`src/design/dns_query_name_validator_unit_defines.svh`:
```
// assertion macros shared by the name validator modules
`ifndef DNS_QUERY_NAME_VALIDATOR_UNIT_DEFINES_SVH
`define DNS_QUERY_NAME_VALIDATOR_UNIT_DEFINES_SVH

// condition seen at one edge implies a consequence at the next edge
`define DQNV_ASSERT_NEXT(label, ante, cons) \
   label: assert property (@(posedge clock) disable iff (reset) (ante) |=> (cons)) \
      else $error("dqnv: next-cycle check failed");

// condition that must never hold at any edge
`define DQNV_ASSERT_NEVER(label, expr) \
   label: assert property (@(posedge clock) disable iff (reset) !(expr)) \
      else $error("dqnv: forbidden condition seen");

`endif

```
`src/design/dqnv_pkg.sv`:
```
// shared types and constants of the dns query name validator
package dqnv_pkg;

   // verdict codes, also used as the running decision
   typedef enum logic [1:0] {
      DEC_PASS      = 2'd0,
      DEC_FORMERR   = 2'd1,
      DEC_MALFORMED = 2'd2
   } decision_type;

   // packet layout
   localparam logic [15:0] MIN_PACKET_LEN = 16'd15;
   localparam logic [15:0] NAME_START     = 16'd12;
   localparam logic [15:0] QD_HI_POS      = 16'd4;
   localparam logic [15:0] QD_LO_POS      = 16'd5;
   localparam logic [15:0] POS_MAX        = 16'hffff;

   // character codes
   localparam logic [7:0] CHAR_HYPHEN = 8'h2d;
   localparam logic [7:0] CHAR_LC_A   = 8'h61;
   localparam logic [7:0] CHAR_LC_Z   = 8'h7a;
   localparam logic [7:0] CHAR_UC_A   = 8'h41;
   localparam logic [7:0] CHAR_UC_Z   = 8'h5a;
   localparam logic [7:0] CHAR_DIG_0  = 8'h30;
   localparam logic [7:0] CHAR_DIG_9  = 8'h39;

   // one classified byte, handed from the front to the walker
   typedef struct packed {
      logic [7:0] data_byte;   // raw byte, taken as a label length
      logic       last;        // last byte of the packet
      logic       name_pos;    // position is at or past the name start
      logic       beyond;      // position is at or past the stated length
      logic       stop_len;    // zero length or length reaching the packet end
      logic       alnum;       // letter or digit
      logic       hyphen;      // hyphen
      logic       qd_bad;      // question count byte is wrong
      logic       short_bad;   // packet too short, judged on the last byte
   } q_item_type;

endpackage

```
`src/design/dqnv_front.sv`:
```
// front end: takes packet bytes, tracks position and classifies each byte
module dqnv_front (
   input  logic                  clock,
   input  logic                  reset,
   input  logic                  req_tvalid,
   output logic                  req_tready,
   input  logic [23:0]           req_tdata,
   input  logic                  req_tlast,
   input  logic                  q_ready,
   output logic                  q_push,
   output dqnv_pkg::q_item_type  q_item
);

   logic [15:0] pos_ff;
   logic [15:0] pos_in;
   logic [7:0]  data_byte;
   logic [15:0] packet_length;
   logic [15:0] remaining;
   logic        accept;

   assign data_byte     = req_tdata[7:0];
   assign packet_length = req_tdata[23:8];
   assign req_tready    = q_ready;
   assign accept        = req_tvalid & q_ready;
   assign q_push        = accept;

   // bytes left in the packet from this position on
   assign remaining = packet_length - pos_ff;

   // byte classification
   always_comb begin
      q_item.data_byte = data_byte;
      q_item.last      = req_tlast;
      q_item.name_pos  = (pos_ff >= dqnv_pkg::NAME_START);
      q_item.beyond    = (pos_ff >= packet_length);
      q_item.stop_len  = (data_byte == 8'd0) || ({8'd0, data_byte} >= remaining);
      q_item.alnum     = ((data_byte >= dqnv_pkg::CHAR_LC_A) &&
                          (data_byte <= dqnv_pkg::CHAR_LC_Z)) ||
                         ((data_byte >= dqnv_pkg::CHAR_UC_A) &&
                          (data_byte <= dqnv_pkg::CHAR_UC_Z)) ||
                         ((data_byte >= dqnv_pkg::CHAR_DIG_0) &&
                          (data_byte <= dqnv_pkg::CHAR_DIG_9));
      q_item.hyphen    = (data_byte == dqnv_pkg::CHAR_HYPHEN);
      q_item.qd_bad    = ((pos_ff == dqnv_pkg::QD_HI_POS) && (data_byte != 8'd0)) ||
                         ((pos_ff == dqnv_pkg::QD_LO_POS) && (data_byte != 8'd1));
      q_item.short_bad = (packet_length < dqnv_pkg::MIN_PACKET_LEN) ||
                         (pos_ff < dqnv_pkg::QD_LO_POS);
   end

   // byte position, saturating, cleared after the last byte
   always_comb begin
      pos_in = pos_ff;
      if (accept) begin
         if (req_tlast) begin
            pos_in = 16'd0;
         end else if (pos_ff != dqnv_pkg::POS_MAX) begin
            pos_in = pos_ff + 16'd1;
         end
      end
   end

   always_ff @(posedge clock) begin
      if (reset) begin
         pos_ff <= 16'd0;
      end else begin
         pos_ff <= pos_in;
      end
   end

endmodule

```
`src/design/dqnv_queue.sv`:
```
// short queue of classified bytes between front end and name walker
`include "dns_query_name_validator_unit_defines.svh"

module dqnv_queue #(
   parameter int QUEUE_DEPTH = 2
) (
   input  logic                  clock,
   input  logic                  reset,
   input  logic                  push,
   input  dqnv_pkg::q_item_type  push_item,
   output logic                  push_ready,
   input  logic                  pop,
   output logic                  pop_valid,
   output dqnv_pkg::q_item_type  pop_item
);

   localparam int PTR_W = (QUEUE_DEPTH > 1) ? $clog2(QUEUE_DEPTH) : 1;
   localparam int CNT_W = $clog2(QUEUE_DEPTH + 1);
   localparam logic [PTR_W-1:0] PTR_LAST  = PTR_W'(QUEUE_DEPTH - 1);
   localparam logic [CNT_W-1:0] CNT_FULL  = CNT_W'(QUEUE_DEPTH);

   dqnv_pkg::q_item_type slot_ff [QUEUE_DEPTH];
   logic [PTR_W-1:0] wr_ptr_ff;
   logic [PTR_W-1:0] wr_ptr_in;
   logic [PTR_W-1:0] rd_ptr_ff;
   logic [PTR_W-1:0] rd_ptr_in;
   logic [CNT_W-1:0] count_ff;
   logic [CNT_W-1:0] count_in;

   assign push_ready = (count_ff != CNT_FULL);
   assign pop_valid  = (count_ff != '0);
   assign pop_item   = slot_ff[rd_ptr_ff];

   // pointer and fill count update
   always_comb begin
      wr_ptr_in = wr_ptr_ff;
      rd_ptr_in = rd_ptr_ff;
      count_in  = count_ff;
      if (push) begin
         wr_ptr_in = (wr_ptr_ff == PTR_LAST) ? '0 : wr_ptr_ff + PTR_W'(1);
      end
      if (pop) begin
         rd_ptr_in = (rd_ptr_ff == PTR_LAST) ? '0 : rd_ptr_ff + PTR_W'(1);
      end
      if (push && !pop) begin
         count_in = count_ff + CNT_W'(1);
      end else if (pop && !push) begin
         count_in = count_ff - CNT_W'(1);
      end
   end

   always_ff @(posedge clock) begin
      if (reset) begin
         wr_ptr_ff <= '0;
         rd_ptr_ff <= '0;
         count_ff  <= '0;
      end else begin
         wr_ptr_ff <= wr_ptr_in;
         rd_ptr_ff <= rd_ptr_in;
         count_ff  <= count_in;
      end
   end

   // storage, no reset needed
   always_ff @(posedge clock) begin
      if (push) begin
         slot_ff[wr_ptr_ff] <= push_item;
      end
   end

   `DQNV_ASSERT_NEVER(a_no_push_when_full, push && (count_ff == CNT_FULL))
   `DQNV_ASSERT_NEVER(a_no_pop_when_empty, pop && (count_ff == '0))

endmodule

```
`src/design/dqnv_back.sv`:
```
// name walker: runs the label walk and registers the verdict word
`include "dns_query_name_validator_unit_defines.svh"

module dqnv_back (
   input  logic                  clock,
   input  logic                  reset,
   input  logic                  q_valid,
   input  dqnv_pkg::q_item_type  q_item,
   output logic                  q_pop,
   output logic                  rsp_tvalid,
   input  logic                  rsp_tready,
   output logic [7:0]            rsp_tdata
);

   logic [7:0]             lbl_ff;
   logic [7:0]             lbl_in;
   logic                   first_ff;
   logic                   first_in;
   logic                   done_ff;
   logic                   done_in;
   dqnv_pkg::decision_type dec_ff;
   dqnv_pkg::decision_type dec_in;
   dqnv_pkg::decision_type dec_step;
   logic                   rsp_valid_ff;
   logic                   rsp_valid_in;
   dqnv_pkg::decision_type verdict_ff;
   dqnv_pkg::decision_type verdict_in;
   logic                   char_ok;

   // a last byte waits until the verdict register is free
   assign q_pop = q_valid && (!q_item.last || !rsp_valid_ff || rsp_tready);

   assign char_ok    = q_item.alnum || (q_item.hyphen && first_ff);
   assign rsp_tvalid = rsp_valid_ff;
   assign rsp_tdata  = {6'd0, verdict_ff};

   // label walk and verdict
   always_comb begin
      lbl_in       = lbl_ff;
      first_in     = first_ff;
      done_in      = done_ff;
      dec_step     = dec_ff;
      dec_in       = dec_ff;
      verdict_in   = verdict_ff;
      rsp_valid_in = rsp_valid_ff && !rsp_tready;
      if (q_pop) begin
         if (q_item.qd_bad) begin
            dec_step = dqnv_pkg::DEC_MALFORMED;
         end
         dec_in = dec_step;
         if (!done_ff && q_item.name_pos) begin
            if (q_item.beyond) begin
               done_in = 1'b1;
            end else if (lbl_ff == 8'd0) begin
               if (q_item.stop_len) begin
                  done_in = 1'b1;
               end else begin
                  lbl_in = q_item.data_byte;
               end
            end else if (!char_ok) begin
               if (dec_step == dqnv_pkg::DEC_PASS) begin
                  dec_in = dqnv_pkg::DEC_FORMERR;
               end
               done_in = 1'b1;
            end else begin
               lbl_in = lbl_ff - 8'd1;
               if (lbl_ff == 8'd1) begin
                  first_in = 1'b0;
               end
            end
         end
         // last byte: give the verdict and start over
         if (q_item.last) begin
            if (q_item.short_bad || (dec_in == dqnv_pkg::DEC_MALFORMED)) begin
               verdict_in = dqnv_pkg::DEC_MALFORMED;
            end else begin
               verdict_in = dec_in;
            end
            rsp_valid_in = 1'b1;
            lbl_in       = 8'd0;
            first_in     = 1'b1;
            done_in      = 1'b0;
            dec_in       = dqnv_pkg::DEC_PASS;
         end
      end
   end

   always_ff @(posedge clock) begin
      if (reset) begin
         lbl_ff       <= 8'd0;
         first_ff     <= 1'b1;
         done_ff      <= 1'b0;
         dec_ff       <= dqnv_pkg::DEC_PASS;
         rsp_valid_ff <= 1'b0;
      end else begin
         lbl_ff       <= lbl_in;
         first_ff     <= first_in;
         done_ff      <= done_in;
         dec_ff       <= dec_in;
         rsp_valid_ff <= rsp_valid_in;
      end
   end

   // verdict payload
   always_ff @(posedge clock) begin
      verdict_ff <= verdict_in;
   end

   `DQNV_ASSERT_NEXT(a_last_gives_word, q_pop && q_item.last, rsp_valid_ff)
   `DQNV_ASSERT_NEXT(a_walk_restarts, q_pop && q_item.last, (lbl_ff == 8'd0) && first_ff && !done_ff && (dec_ff == dqnv_pkg::DEC_PASS))

endmodule

```
`src/design/dns_query_name_validator_unit.sv`:
```
// top level of the dns query name validator
//
//  channel | dir | handshake              | payload
//  req     | in  | req_tvalid/req_tready  | tdata: data_byte, packet_length; tlast: end_of_packet
//  rsp     | out | rsp_tvalid/rsp_tready  | tdata: verdict
//
// one byte per cycle sustained while verdicts are taken; the front end registers each classified byte
// into a two-entry queue and the walker retires one byte a cycle from it.
// the verdict word is registered when the walker takes the last byte of a packet from the queue.
// a stalled verdict holds the walker only when the next packet's last byte
// reaches it; the queue then fills and req_tready drops.
// reset is synchronous, active high, and clears position, walk state and queue.
module dns_query_name_validator_unit #(
   parameter int QUEUE_DEPTH = 2
) (
   input  logic        clock,
   input  logic        reset,
   input  logic        req_tvalid,
   output logic        req_tready,
   input  logic [23:0] req_tdata,   // [7:0] data_byte, [23:8] packet_length
   input  logic        req_tlast,   // end_of_packet
   output logic        rsp_tvalid,
   input  logic        rsp_tready,
   output logic [7:0]  rsp_tdata    // [1:0] verdict, [7:2] zero
);

   logic                 q_push;
   logic                 q_ready;
   dqnv_pkg::q_item_type q_push_item;
   logic                 q_pop;
   logic                 q_valid;
   dqnv_pkg::q_item_type q_pop_item;

   // byte intake and classification
   dqnv_front u_front (
      .clock      (clock),
      .reset      (reset),
      .req_tvalid (req_tvalid),
      .req_tready (req_tready),
      .req_tdata  (req_tdata),
      .req_tlast  (req_tlast),
      .q_ready    (q_ready),
      .q_push     (q_push),
      .q_item     (q_push_item)
   );

   // decoupling queue
   dqnv_queue #(
      .QUEUE_DEPTH (QUEUE_DEPTH)
   ) u_queue (
      .clock      (clock),
      .reset      (reset),
      .push       (q_push),
      .push_item  (q_push_item),
      .push_ready (q_ready),
      .pop        (q_pop),
      .pop_valid  (q_valid),
      .pop_item   (q_pop_item)
   );

   // label walk and verdict output
   dqnv_back u_back (
      .clock      (clock),
      .reset      (reset),
      .q_valid    (q_valid),
      .q_item     (q_pop_item),
      .q_pop      (q_pop),
      .rsp_tvalid (rsp_tvalid),
      .rsp_tready (rsp_tready),
      .rsp_tdata  (rsp_tdata)
   );

endmodule

```
`config.mk`:
```
export PLATFORM = sky130hd
export DESIGN_NAME = dns_query_name_validator_unit
export DESIGN_NICKNAME = d
export VERILOG_FILES = /design/src/design/dqnv_pkg.sv /design/src/design/dqnv_front.sv /design/src/design/dqnv_queue.sv /design/src/design/dqnv_back.sv /design/src/design/dns_query_name_validator_unit.sv
export VERILOG_INCLUDE_DIRS = /design/src /design/src/design
export SDC_FILE = /design/constraint.sdc
export NUM_CORES = 1
export LEC_CHECK = 0
export BUFFER_PORTS_ARGS = -buffer_cell sky130_fd_sc_hd__buf_2
export CORE_ASPECT_RATIO = 1.75
export CORE_MARGIN = 2
export CORE_UTILIZATION = 55
export DETAILED_ROUTE_END_ITERATION = 8
export GPL_TIMING_DRIVEN = 0
export PLACE_DENSITY = 0.77
export SYNTH_ARGS = -nofsm -noshare
export SYNTH_HDL_FRONTEND = slang
export SYNTH_SLANG_ARGS = --single-unit
```
`constraint.sdc`:
```
create_clock -name clock -period 4 [get_ports clock]
set_input_delay 0.2 -clock clock [delete_from_list [all_inputs] [get_ports clock]]
set_output_delay 0.2 -clock clock [all_outputs]
set_load 0.01 [all_outputs]
```
======== Word level (Yosys, flattened, before mapping) ========
Memory sizes are Yosys's and may differ from the RTL's. A register that Yosys moved wholly into a read port is not among the register bits.
Index checks and enable logic that the tools add are counted.
storage, ports and cells
  word-level logic and storage cells ...... 124
  bits in read-only memories .............. 0
  memory bits (writable) .................. 32
  memories kept ........................... 1
  bits in latches ......................... 0
  register bits ........................... 35
  output and inout port bits .............. 10
cells by class
  add/sub/neg operators ................... 7
  div/mod/pow operators ................... 0
  shift-type cells ........................ 0
  $lt $le $gt $ge ......................... 11
  muxes and demuxes ....................... 39
  equality and inequality tests ........... 13
  multiply operators ...................... 0
  bitwise gates (word level) .............. 1
  reduce and logical (&&, ||, !) cells .... 42
memory list
  memory           words  bits a word  rd ports  clocked after Yosys merged registers in  wr ports  line              text
  u_queue.slot_ff  2      16           1         1                                        1         dqnv_queue.sv:22  dqnv_pkg::q_item_type slot_ff [QUEUE_DEPTH];
operator list
  kind                                                                               count
  8-bit 2-to-1 mux                                                                   6
  16-bit by 3-bit == test with 1-bit output (second input constant)                  2
  16-bit 2-to-1 mux                                                                  2
  2-bit 2-to-1 mux                                                                   11
  1-bit 2-to-1 mux                                                                   20
  16-bit by 1-bit adder with 16-bit output (second input constant)                   1
  16-bit >= comparator                                                               1
  16-bit by 4-bit >= comparator with 1-bit output (second input constant)            1
  8-bit by 16-bit >= comparator with 1-bit output                                    1
  8-bit by 7-bit >= comparator with 1-bit output (second input constant)             2
  8-bit by 7-bit less-or-equal comparator with 1-bit output (second input constant)  2
  8-bit logical NOT                                                                  2
  16-bit by 3-bit < comparator with 1-bit output (second input constant)             1
  16-bit by 4-bit < comparator with 1-bit output (second input constant)             1
  16-bit inequality test (second input constant)                                     1
  16-bit subtractor                                                                  1
  2-bit nonzero test                                                                 6
  1-bit logical AND                                                                  11
  1-bit logical OR                                                                   9
  8-bit by 1-bit == test with 1-bit output (second input constant)                   1
  8-bit by 6-bit == test with 1-bit output (second input constant)                   1
  8-bit by 6-bit >= comparator with 1-bit output (second input constant)             1
  8-bit by 6-bit less-or-equal comparator with 1-bit output (second input constant)  1
  4-bit by 3-bit inequality test with 1-bit output (second input constant)           2
  other kinds (18)                                                                   26

======== Longest topological paths before layout ========
Gate-level depths: netlist (run 1).
  word-level depth ........................ 14
  depth in mapped cells ................... 15
  depth with buffers taken out ............ 15

======== Modules after synthesis ========
From an unflattened synthesis (run 1), not the netlist that was laid out.
second synthesis, totals
  cell total of the unflattened synthesis .. 471
  area, all modules ....................... 4458.0 µm²
by module, submodules not included
  module      cells an instance  instances  area each (µm²)
  dqnv_front  282                1          2128.3
  dqnv_queue  72                 1          1361.3
  dqnv_back   117                1          968.4

======== Worst setup path after synthesis (run 1) ========
No wires, ideal clock.
  kind .................................... flip-flop to flip-flop
  from .................................... reg u_front.pos_ff[0]
  to ...................................... mem u_queue.slot_ff[0][4] in the netlist's numbering (data pin)
  buffers on the path ..................... 0
  required time ........................... 3.789 ns
  cell stages (with the launch flop) ...... 15
  clock period less this slack ............ 3.034 ns
  path slack .............................. 0.966 ns
  library setup time ...................... 0.211 ns
  data arrival time ....................... 2.823 ns
  cells stage by stage .................... dfxtp_1 > ha_1 > fa_1 > nor2b_1 > o31ai_2 > a21oi_1 > xnor2_1 > ha_1 > o21ai_0 > nand2b_1 > a21oi_1 > a21oi_1 > nand4_1 > or4_1 > o41ai_1
RTL lines
  what                    line              text
  start, declared         dqnv_front.sv:14  logic [15:0] pos_ff;
  start signal, assigned  dqnv_front.sv:66  pos_ff <= pos_in;
  end, declared           dqnv_queue.sv:22

==> flow_metrics.env, run 1 <==
export IMPL_tns_ns=0
export IMPL_path_class="flip-flop to flip-flop"
export IMPL_drt_iter0_drc=210
export IMPL_grt_max_degree=17
export IMPL_final_max_slew_viol_count=0
export IMPL_synth_seq_cells=68
export IMPL_fin_crit_ns=3.68
export IMPL_fp_row_count=42
export IMPL_syn_area_um2=4280
export IMPL_design_area_um2=4910
export IMPL_track_usage_pct=25.0
export IMPL_start_util_pct=56.6
export IMPL_drive_above_1_share_pct=14.5
export IMPL_post_cts_buffers=0
export IMPL_holdCritPathClass="primary input to flip-flop"
export IMPL_endpoint_kind="flip-flop"
export IMPL_fin_skew_ns=0.00756
export IMPL_antenna_cells=0
export IMPL_final_common_cell="nor2_1"
export IMPL_r2r_start="u_front.pos_ff[0]$_SDFFE_PP0P_"
export IMPL_postCtsResizedCells=0
export IMPL_reg2reg_depth=14
export IMPL_cts_tree="done"
export IMPL_antenna_found_initial=0
export IMPL_drt_wl_total_um=10200
export IMPL_yosysSeqAreaShare_pct=39.7
export IMPL_worstSkewPairLatency_ns=0.33
export IMPL_finalHoldViolations=0
export IMPL_h_tree_depth=3
export IMPL_dpl_hpwl_um=7920
export IMPL_irDropWorstVdd_mv=0.310
export IMPL_die_y_um=121
export IMPL_max_slew_margin_pct=15.0
export IMPL_die_w_um=70.7
export IMPL_clk_pin_slew_ns=0.06
export IMPL_vias=3674
export IMPL_p_leak_nw=1.87
export IMPL_setup_worst_path_start="u_front.pos_ff[0]$_SDFFE_PP0P_"
export IMPL_outcome="complete, no violations"
export IMPL_finalSetupViolations=0
export IMPL_cp_arrival_ns=3.74
export IMPL_placed_area_um2=4570
export IMPL_cts_root_buf="clkbuf_16"
export IMPL_async_flop_share_pct=0
export IMPL_clk_path_buf_depth=2
export IMPL_clkSinkCount=68
export IMPL_grt_first_pass_wirelength_um=16800
export IMPL_cts_inserted_buffers=9
export IMPL_area_growth_pct=14.6
export IMPL_fillers=631
export IMPL_syn_area_per_cell_um2=9.23
export IMPL_synth_flop_cell="edfxtp_1"
export IMPL_io_pins=39
export IMPL_instances_no_fill=604
export IMPL_drt_wirelength_per_cell_um=16.9
export IMPL_rsz0062_at_grt="no"
export IMPL_layout_common_cells="nor2_1 (56), buf_2 (35), dfxtp_1 (34), edfxtp_1 (34)"
export IMPL_via_per_inst=6.08
export IMPL_postRouteAntennaNets=0
export IMPL_synthCells=464
export IMPL_fmax_mhz=272
export IMPL_globalplace_congestion=0.896
export IMPL_grt_overflow_total=0
export IMPL_finalCritPeriodShare_pct=92.1
export IMPL_drc=0
export IMPL_multi_input_area_um2=2370
export IMPL_worst_pin_slew_ns=1.27
export IMPL_path_max_fanout=8
export IMPL_required_ns=4.06
export IMPL_regArea_um2=1700
export IMPL_firstDrtPassIters=5
export IMPL_postCtsHoldBufs=0
export IMPL_port_buffer_count=31
export IMPL_ys_types=59
export IMPL_dpl_cell_count=588
export IMPL_synth_edf_count=34
export IMPL_finish_net_count=572
export IMPL_first_global_vias=3670
export IMPL_maxCapViolCount=0
export IMPL_hold_path_startpoint="req_tlast"
export IMPL_cp_start_kind="flip-flop"
export IMPL_hold_depth=1
export IMPL_pwr_density_cell_nw_per_um2=563
export IMPL_die_area_um2=8540
export IMPL_ys_warn_count=0
export IMPL_core_um2=7570
==> cells in the mapped netlist (all sizes together), types with 6 or more instances <==
library cell	instances	area (um2)
a211oi	6	45.0
a21oi	32	168
buf	13	95.1
dfxtp	34	681
edfxtp	34	1020
ha	31	388
inv	31	116
mux2i	11	110
nand2	30	113
nand2b	6	37.5
nand3	8	40.0
nand4	12	81.3
nor2	56	210
nor3	12	60.1
nor4	13	87.6
o21ai	25	125
xnor2	21	184
==> where the power goes <==
part           total, W  internal, W  switching (W)
logic          0.000940     0.000359       0.000581
registers      0.000952     0.000860      0.0000914
clock network  0.000870     0.000575       0.000295
==> flip-flops by register name, indices dropped and copies added (netlist names), named ones only <==
| name | count |
|---|---|
| u_back.done_ff | 1 |
| u_queue.rd_ptr_ff | 1 |
| u_queue.slot_ff | 32 |
| u_back.lbl_ff | 8 |
| u_front.pos_ff | 16 |
| u_queue.wr_ptr_ff | 1 |
| u_back.verdict_ff | 2 |
| u_back.dec_ff | 2 |
| u_back.first_ff | 1 |
| u_back.rsp_tvalid | 1 |
| u_queue.count_ff | 2 |
==> worst paths after layout <==
kind	endpoint	slack (ns)
hold reg to reg	u_back.first_ff$_SDFFE_PP1P_	0.49
setup / recovery	u_queue.slot_ff[1][4]$_DFFE_PP_	0.32
hold / removal	u_queue.slot_ff[1][7]$_DFFE_PP_	0.1
setup reg to reg	u_queue.slot_ff[1][4]$_DFFE_PP_	0.32
==> layout make-up <==
class	instances	area share (%)
multi-input cells	353	48.4
flip-flops and latches	68	34.7
inverters	31	2.37
clock inverters	4	1.05
plain buffers	17	2.24
repair buffers	31	3.16
well taps	88	2.24
clock buffers	12	5.89
==> critical path: stages, from the launching register on <==
cell      delay, ns
dfxtp_1        0.40
ha_1           0.26
fa_1           0.41
nor2b_1        0.19
o31ai_2        0.10
a21oi_1        0.26
xnor2_1        0.11
ha_1           0.27
o21ai_0        0.07
nand2b_1       0.07
a21oi_1        0.07
a21oi_1        0.11
nand4_1        0.11
or4_1          0.46
o41ai_1        0.51
==> per-stage QoR <==
stage	utilization, %	hold slack, ns	worst slack, ns	power [W]
after floorplan	-	0.299	0.966	0.00163
after global placement	60.4	0.430	0.504	0.00185
after detailed placement	60.4	0.433	0.447	0.00188
after CTS	64.8	0.0839	0.390	0.00276
after global routing	64.8	0.0881	0.0756	0.00292
final	64.8	0.0973	0.317	0.00276
==> cells by family after synthesis <==
kind of cell / Yosys count / share of synthesized area [%]
mux: 16 / 3.89
compound gates: 106 / 16.3
other cells: 1 / 0.0876
flops: 68 / 39.7
simple gates: 168 / 20.1
xor+xnor: 25 / 5.11
fa+ha+maj: 32 / 9.52
buf+inv: 48 / 5.29
==> routing by layer <==
layer | up-vias | wire [um] | global-route usage, %
met5 | - | 0 | 0
met4 | 0 | 663 | 16.7
met3 | 47 | 308 | 5.08
met2 | 117 | 5610 | 46.8
met1 | 1713 | 3620 | 23.7
li1 | 1797 | - | -
No activity file was read; power rests on OpenSTA's default activity.
==> run 2: changes to the inputs <==
--- a/config.mk
+++ b/config.mk
@@ -13,6 +13,7 @@
 export DETAILED_ROUTE_END_ITERATION = 8
 export GPL_TIMING_DRIVEN = 0
 export PLACE_DENSITY = 0.77
+export SETUP_SLACK_MARGIN = 0.5
 export SYNTH_ARGS = -nofsm -noshare
 export SYNTH_HDL_FRONTEND = slang
 export SYNTH_SLANG_ARGS = --single-unit
==> flow_metrics.env, run 2 (synthesis results as in run 1) <==
export IMPL_outcome="complete, no violations"
export IMPL_drt_wl_total_um=10300
export IMPL_fin_skew_ns=0.00720
export IMPL_clk_pin_slew_ns=0.06
export IMPL_first_global_vias=3685
export IMPL_fp_row_count=42
export IMPL_met2_usage_pct=46.4
export IMPL_port_buffer_count=31
export IMPL_p_leak_nw=1.90
export IMPL_clkPwrFrac_pct=31.3
export IMPL_p_int_w=0.00180
export IMPL_fmax_mhz=301
export IMPL_largest_register="u_queue.slot_ff"
export IMPL_drive_above_1_share_pct=16.4
export IMPL_tns_ns=0
export IMPL_cts_tree="done"
export IMPL_pre_cts_slack_ns=0.447
export IMPL_via_per_inst=6.14
export IMPL_postCtsHoldBufs=0
export IMPL_start_util_pct=56.6
export IMPL_worstSkewPairLatency_ns=0.33
export IMPL_design_area_um2=4960
export IMPL_grt_max_degree=17
export IMPL_multi_input_area_um2=2410
export IMPL_finalSetupViolations=0
export IMPL_clk_path_buf_depth=2
export IMPL_finalHoldViolations=0
export IMPL_drc=0
export IMPL_path_max_fanout=8
export IMPL_largest_register_ffs=32
export IMPL_io_pins=39
export IMPL_fillers=619
export IMPL_die_y_um=121
export IMPL_worst_pin_slew_ns=1.26
export IMPL_grt_overflow_total=0
export IMPL_clkSinkCount=68
export IMPL_top_regs="u_queue.slot_ff (32), u_front.pos_ff (16), u_back.lbl_ff (8)"
export IMPL_placed_area_um2=4570
export IMPL_area_growth_pct=15.8
export IMPL_regArea_um2=1710
export IMPL_drt_wirelength_per_cell_um=17.0
export IMPL_max_slew_margin_pct=15.6
export IMPL_drt_iter0_drc=176
export IMPL_final_max_slew_viol_count=0
export IMPL_die_area_um2=8540
export IMPL_pwr_density_cell_nw_per_um2=558
export IMPL_irDropWorstVdd_mv=0.310
export IMPL_grt_first_pass_wirelength_um=16800
export IMPL_cts_root_buf="clkbuf_16"
export IMPL_combPwrFrac_pct=34.2
export IMPL_final_common_cell="nor2_1"
export IMPL_holdCritPathClass="primary input to flip-flop"
export IMPL_antenna_found_initial=0
export IMPL_finalCritPeriodShare_pct=83.0
export IMPL_firstDrtPassIters=4
export IMPL_antenna_cells=0
export IMPL_track_usage_pct=25.1
export IMPL_core_um2=7570
export IMPL_cp_start_kind="flip-flop"
export IMPL_required_ns=4.12
export IMPL_use_met3_pct=5.25
export IMPL_endpoint_kind="flip-flop"
export IMPL_setup_slack_ns=0.682
export IMPL_dpl_hpwl_um=7920
export IMPL_pwr_share_seq_pct=34.4
export IMPL_grtUsageMet1_pct=23.7
export IMPL_instances_no_fill=605
export IMPL_layout_common_cells="nor2_1 (56), buf_2 (35), edfxtp_1 (34)"
export IMPL_maxCapViolCount=0
export IMPL_switching_power_w=0.000972
export IMPL_postRouteAntennaNets=0
export IMPL_die_w_um=70.7
export IMPL_p_sw_share_pct=35.1
export IMPL_path_class="flip-flop to flip-flop"
export IMPL_finish_net_count=573
export IMPL_rsz0062_at_grt="no"
export IMPL_dpl_cell_count=588
export IMPL_fin_crit_ns=3.32
export IMPL_h_tree_depth=3
export IMPL_cts_inserted_buffers=9
export IMPL_vias=3715
export IMPL_p_total_w=0.00277
export IMPL_busiest_layer="met2"
export IMPL_globalplace_congestion=0.896
export IMPL_cp_arrival_ns=3.44
[run 2: path summary, 6_finish.rpt]
path                                        from                              end  slack [ns]  cells past startpoint
setup / recovery  u_front.pos_ff[0]$_SDFFE_PP0P_  u_queue.slot_ff[1][4]$_DFFE_PP_        0.68                     14
hold / removal                         req_tlast  u_queue.slot_ff[1][7]$_DFFE_PP_         0.1                      1
setup reg to reg  u_front.pos_ff[0]$_SDFFE_PP0P_  u_queue.slot_ff[1][4]$_DFFE_PP_        0.68                     14
hold reg to reg     u_back.first_ff$_SDFFE_PP1P_     u_back.first_ff$_SDFFE_PP1P_        0.49                      2
[run 2: power by group through the flow]
stage | Clock [W] | Combinational [W] | Sequential, W
floorplan | 0 | 0.000695 | 0.000939
global placement | 0 | 0.000895 | 0.000956
detailed placement | 0 | 0.000920 | 0.000962
CTS | 0.000881 | 0.000930 | 0.000951
global route | 0.000916 | 0.00105 | 0.000966
finish | 0.000868 | 0.000948 | 0.000953
[run 2: worst max-delay path, cell delays in order (launching register included)]
cell,delay [ns]
dfxtp_2,0.37
ha_1,0.23
fa_1,0.42
nor2b_2,0.19
o31ai_4,0.09
a21oi_2,0.21
xnor2_1,0.09
ha_1,0.27
o21ai_0,0.07
nand2b_1,0.07
a21oi_1,0.07
a21oi_1,0.11
nand4_1,0.11
or4_4,0.46
o41ai_4,0.34
[run 2: through the flow]
step / utilization [%] / hold WS (ns)
after global placement: 60.4 / 0.430
final: 65.6 / 0.0976
after detailed placement: 60.4 / 0.433
after floorplan: - / 0.299
after global routing: 65.6 / 0.0881
after CTS: 64.9 / 0.0839
[run 2: area by class of cell]
class                           instances  area share, %
Buffer                                 17           2.22
Inverter                               31           2.35
Multi-Input combinational cell        353           48.7
Clock buffer                           12           5.83
Tap cell                               88           2.22
Timing Repair Buffer                   32           3.28
Clock inverter                          4           1.03
Sequential cell                        68           34.4
[run 2: per-layer routing]
| layer | share of wire [%] | wire (um) |
|---|---|---|
| met5 | 0 | 0 |
| met4 | 7.1 | 731 |
| met3 | 2.9 | 302 |
| met2 | 54 | 5590 |
| met1 | 35 | 3650 |
[run 2: repair_timing]
action	in CTS	in global routing
resized for setup	1	10
buffers inserted	0	1
setup endpoints to repair	2	2
pin swaps	0	1
gates cloned	0	0
==> run 3: changes to the inputs <==
--- a/config.mk
+++ b/config.mk
@@ -9,10 +9,10 @@
 export BUFFER_PORTS_ARGS = -buffer_cell sky130_fd_sc_hd__buf_2
 export CORE_ASPECT_RATIO = 1.75
 export CORE_MARGIN = 2
-export CORE_UTILIZATION = 55
+export CORE_UTILIZATION = 54
 export DETAILED_ROUTE_END_ITERATION = 8
 export GPL_TIMING_DRIVEN = 0
-export PLACE_DENSITY = 0.77
+export PLACE_DENSITY = 0.78
 export SETUP_SLACK_MARGIN = 0.5
 export SYNTH_ARGS = -nofsm -noshare
 export SYNTH_HDL_FRONTEND = slang
==> constraint.sdc (replaced) <==
create_clock -name clock -period 2.98 [get_ports clock]
set_input_delay 0.149 -clock clock [delete_from_list [all_inputs] [get_ports clock]]
set_output_delay 0.149 -clock clock [all_outputs]
set_load 0.01 [all_outputs]
==> flow_metrics.env, run 3 (synthesis results as in run 1) <==
export IMPL_slowest_stage="or4_4"
export IMPL_slowest_delay_ns=0.45
export IMPL_p_leak_nw=1.95
export IMPL_antenna_cells=0
export IMPL_via_per_inst=6.04
export IMPL_die_y_um=122
export IMPL_irDropWorstVdd_mv=0.283
export IMPL_finish_net_count=584
export IMPL_grt_overflow_total=0
export IMPL_endpoint_kind="flip-flop"
export IMPL_port_buffer_count=31
export IMPL_finalSetupViolations=2
export IMPL_h_tree_depth=3
export IMPL_first_global_vias=3790
export IMPL_violations="negative setup slack"
export IMPL_fin_skew_ns=0.00791
export IMPL_finalCritPeriodShare_pct=101
export IMPL_area_growth_pct=19.8
export IMPL_setup_slack_ns=-0.0250
export IMPL_largest_register="u_queue.slot_ff"
export IMPL_firstDrtPassIters=4
export IMPL_cts_root_buf="clkbuf_16"
export IMPL_clk_path_buf_depth=2
export IMPL_required_ns=3.11
export IMPL_grt_first_pass_wirelength_um=17600
export IMPL_drt_wirelength_per_cell_um=17.7
export IMPL_path_class="flip-flop to flip-flop"
export IMPL_vias=3733
export IMPL_utilization_pct=65.8
export IMPL_cp_start_kind="flip-flop"
export IMPL_placed_area_um2=4610
export IMPL_design_area_um2=5130
export IMPL_cp_arrival_ns=3.13
export IMPL_clk_pin_slew_ns=0.06
export IMPL_worst_pin_slew_ns=1.31
export IMPL_fp_row_count=43
export IMPL_top_regs="u_queue.slot_ff (32), u_front.pos_ff (16), u_back.lbl_ff (8)"
export IMPL_dpl_hpwl_um=8030
export IMPL_dpl_cell_count=590
export IMPL_pwr_density_cell_nw_per_um2=728
export IMPL_fillers=621
export IMPL_multi_input_area_um2=2530
export IMPL_drt_iter0_drc=175
export IMPL_max_slew_margin_pct=12.7
export IMPL_maxCapViolCount=0
export IMPL_holdCritPathClass="primary input to flip-flop"
export IMPL_antenna_found_initial=0
export IMPL_cp_cell_sequence="clkinvlp_4 -> ha_4 -> nand2b_1 -> a21boi_0 -> nor2_1 -> xor2_1 -> ha_1 -> o21ai_0 -> o21ai_0 -> nand4_1 -> or4_4 -> o41ai_4"
export IMPL_instances_no_fill=618
export IMPL_die_w_um=71.3
export IMPL_drt_wl_total_um=10900
export IMPL_layout_common_cells="nor2_1 (54), buf_2 (34), edfxtp_1 (34)"
export IMPL_drc=0
export IMPL_die_area_um2=8690
export IMPL_grt_max_degree=17
export IMPL_final_common_cell="nor2_1"
export IMPL_final_max_slew_viol_count=0
export IMPL_cts_tree="done"
export IMPL_cts_inserted_buffers=9
export IMPL_drive_above_1_share_pct=21.4
export IMPL_fmax_mhz=333
export IMPL_regArea_um2=1720
export IMPL_finalHoldViolations=0
export IMPL_path_max_fanout=4
export IMPL_track_usage_pct=25.8
export IMPL_rsz0062_at_grt="yes"
export IMPL_outcome="finished with violations"
export IMPL_tns_ns=-0.0500
export IMPL_fin_crit_ns=3.01
export IMPL_globalplace_congestion=0.913
export IMPL_clkSinkCount=68
export IMPL_worstSkewPairLatency_ns=0.33
export IMPL_start_util_pct=54.9
export IMPL_core_um2=7800
export IMPL_io_pins=39
export IMPL_largest_register_ffs=32
export IMPL_postRouteAntennaNets=0
export IMPL_crit_top_cell="o21ai_0"
-- run 3: changes by cell type in the layout (fill, tap and decap cells not counted), sizes merged --
cell / delta
buf: +10
clkbuf: -1
clkinv: +1
clkinvlp: +1
-- run 3: what timing repair did --
item,CTS,global route
gates resized for setup,16,14
pin swaps,3,4
setup buffers,4,8
setup endpoints to repair,10,15
hold buffers,0,0
hold endpoints to repair,0,0
-- run 3: power by group --
group / switching, W / internal (W)
clock: 0.000395 / 0.000647
combinational: 0.000828 / 0.000588
sequential: 0.000125 / 0.00115
-- run 3: final cells by class --
class | count | area share [%]
plain buffers | 17 | 2.19
clock buffers | 10 | 4.46
clock inverters | 6 | 1.24
inverters | 31 | 2.34
multi-input cells | 353 | 49.3
flip-flops and latches | 68 | 33.5
well taps | 90 | 2.19
repair buffers | 43 | 4.78
-- run 3: per-stage QoR --
stage               hold WS (ns)  setup slack [ns]  total power [W]
floorplan                  0.248             0.200          0.00220
global placement           0.379            -0.179          0.00249
detailed placement         0.380            -0.227          0.00254
CTS                       0.0384           -0.0745          0.00363
global route              0.0436            -0.217          0.00396
finish                    0.0446           -0.0250          0.00374
-- run 3: path summary, 6_finish.rpt --
check                                      start                               to  slack (ns)  cells after the start
setup / recovery  u_front.pos_ff[1]$_SDFFE_PP0P_  u_queue.slot_ff[1][4]$_DFFE_PP_       -0.03                     12
hold / removal                         req_tlast  u_queue.slot_ff[1][7]$_DFFE_PP_        0.04                      1
setup reg to reg  u_front.pos_ff[1]$_SDFFE_PP0P_  u_queue.slot_ff[1][4]$_DFFE_PP_       -0.03                     12
hold reg to reg     u_back.first_ff$_SDFFE_PP1P_     u_back.first_ff$_SDFFE_PP1P_        0.50                      2
-- run 3: critical path, delay by kind of cell (launching register included) --
kind,cells,cell delay (ns)
flops,1,0.39
simple gates,4,0.73
fa+ha+maj,2,0.57
xor+xnor,1,0.17
compound gates,4,0.81
buf+inv,1,0.12
-- run 3: routing by layer --
metal,part of all wire [%],vias up,GRT usage [%]
met4,4.0,0,14.2
met5,0,-,0
met1,35,1776,25.4
met3,3.0,35,3.89
met2,58,99,49.7
li1,-,1823,-
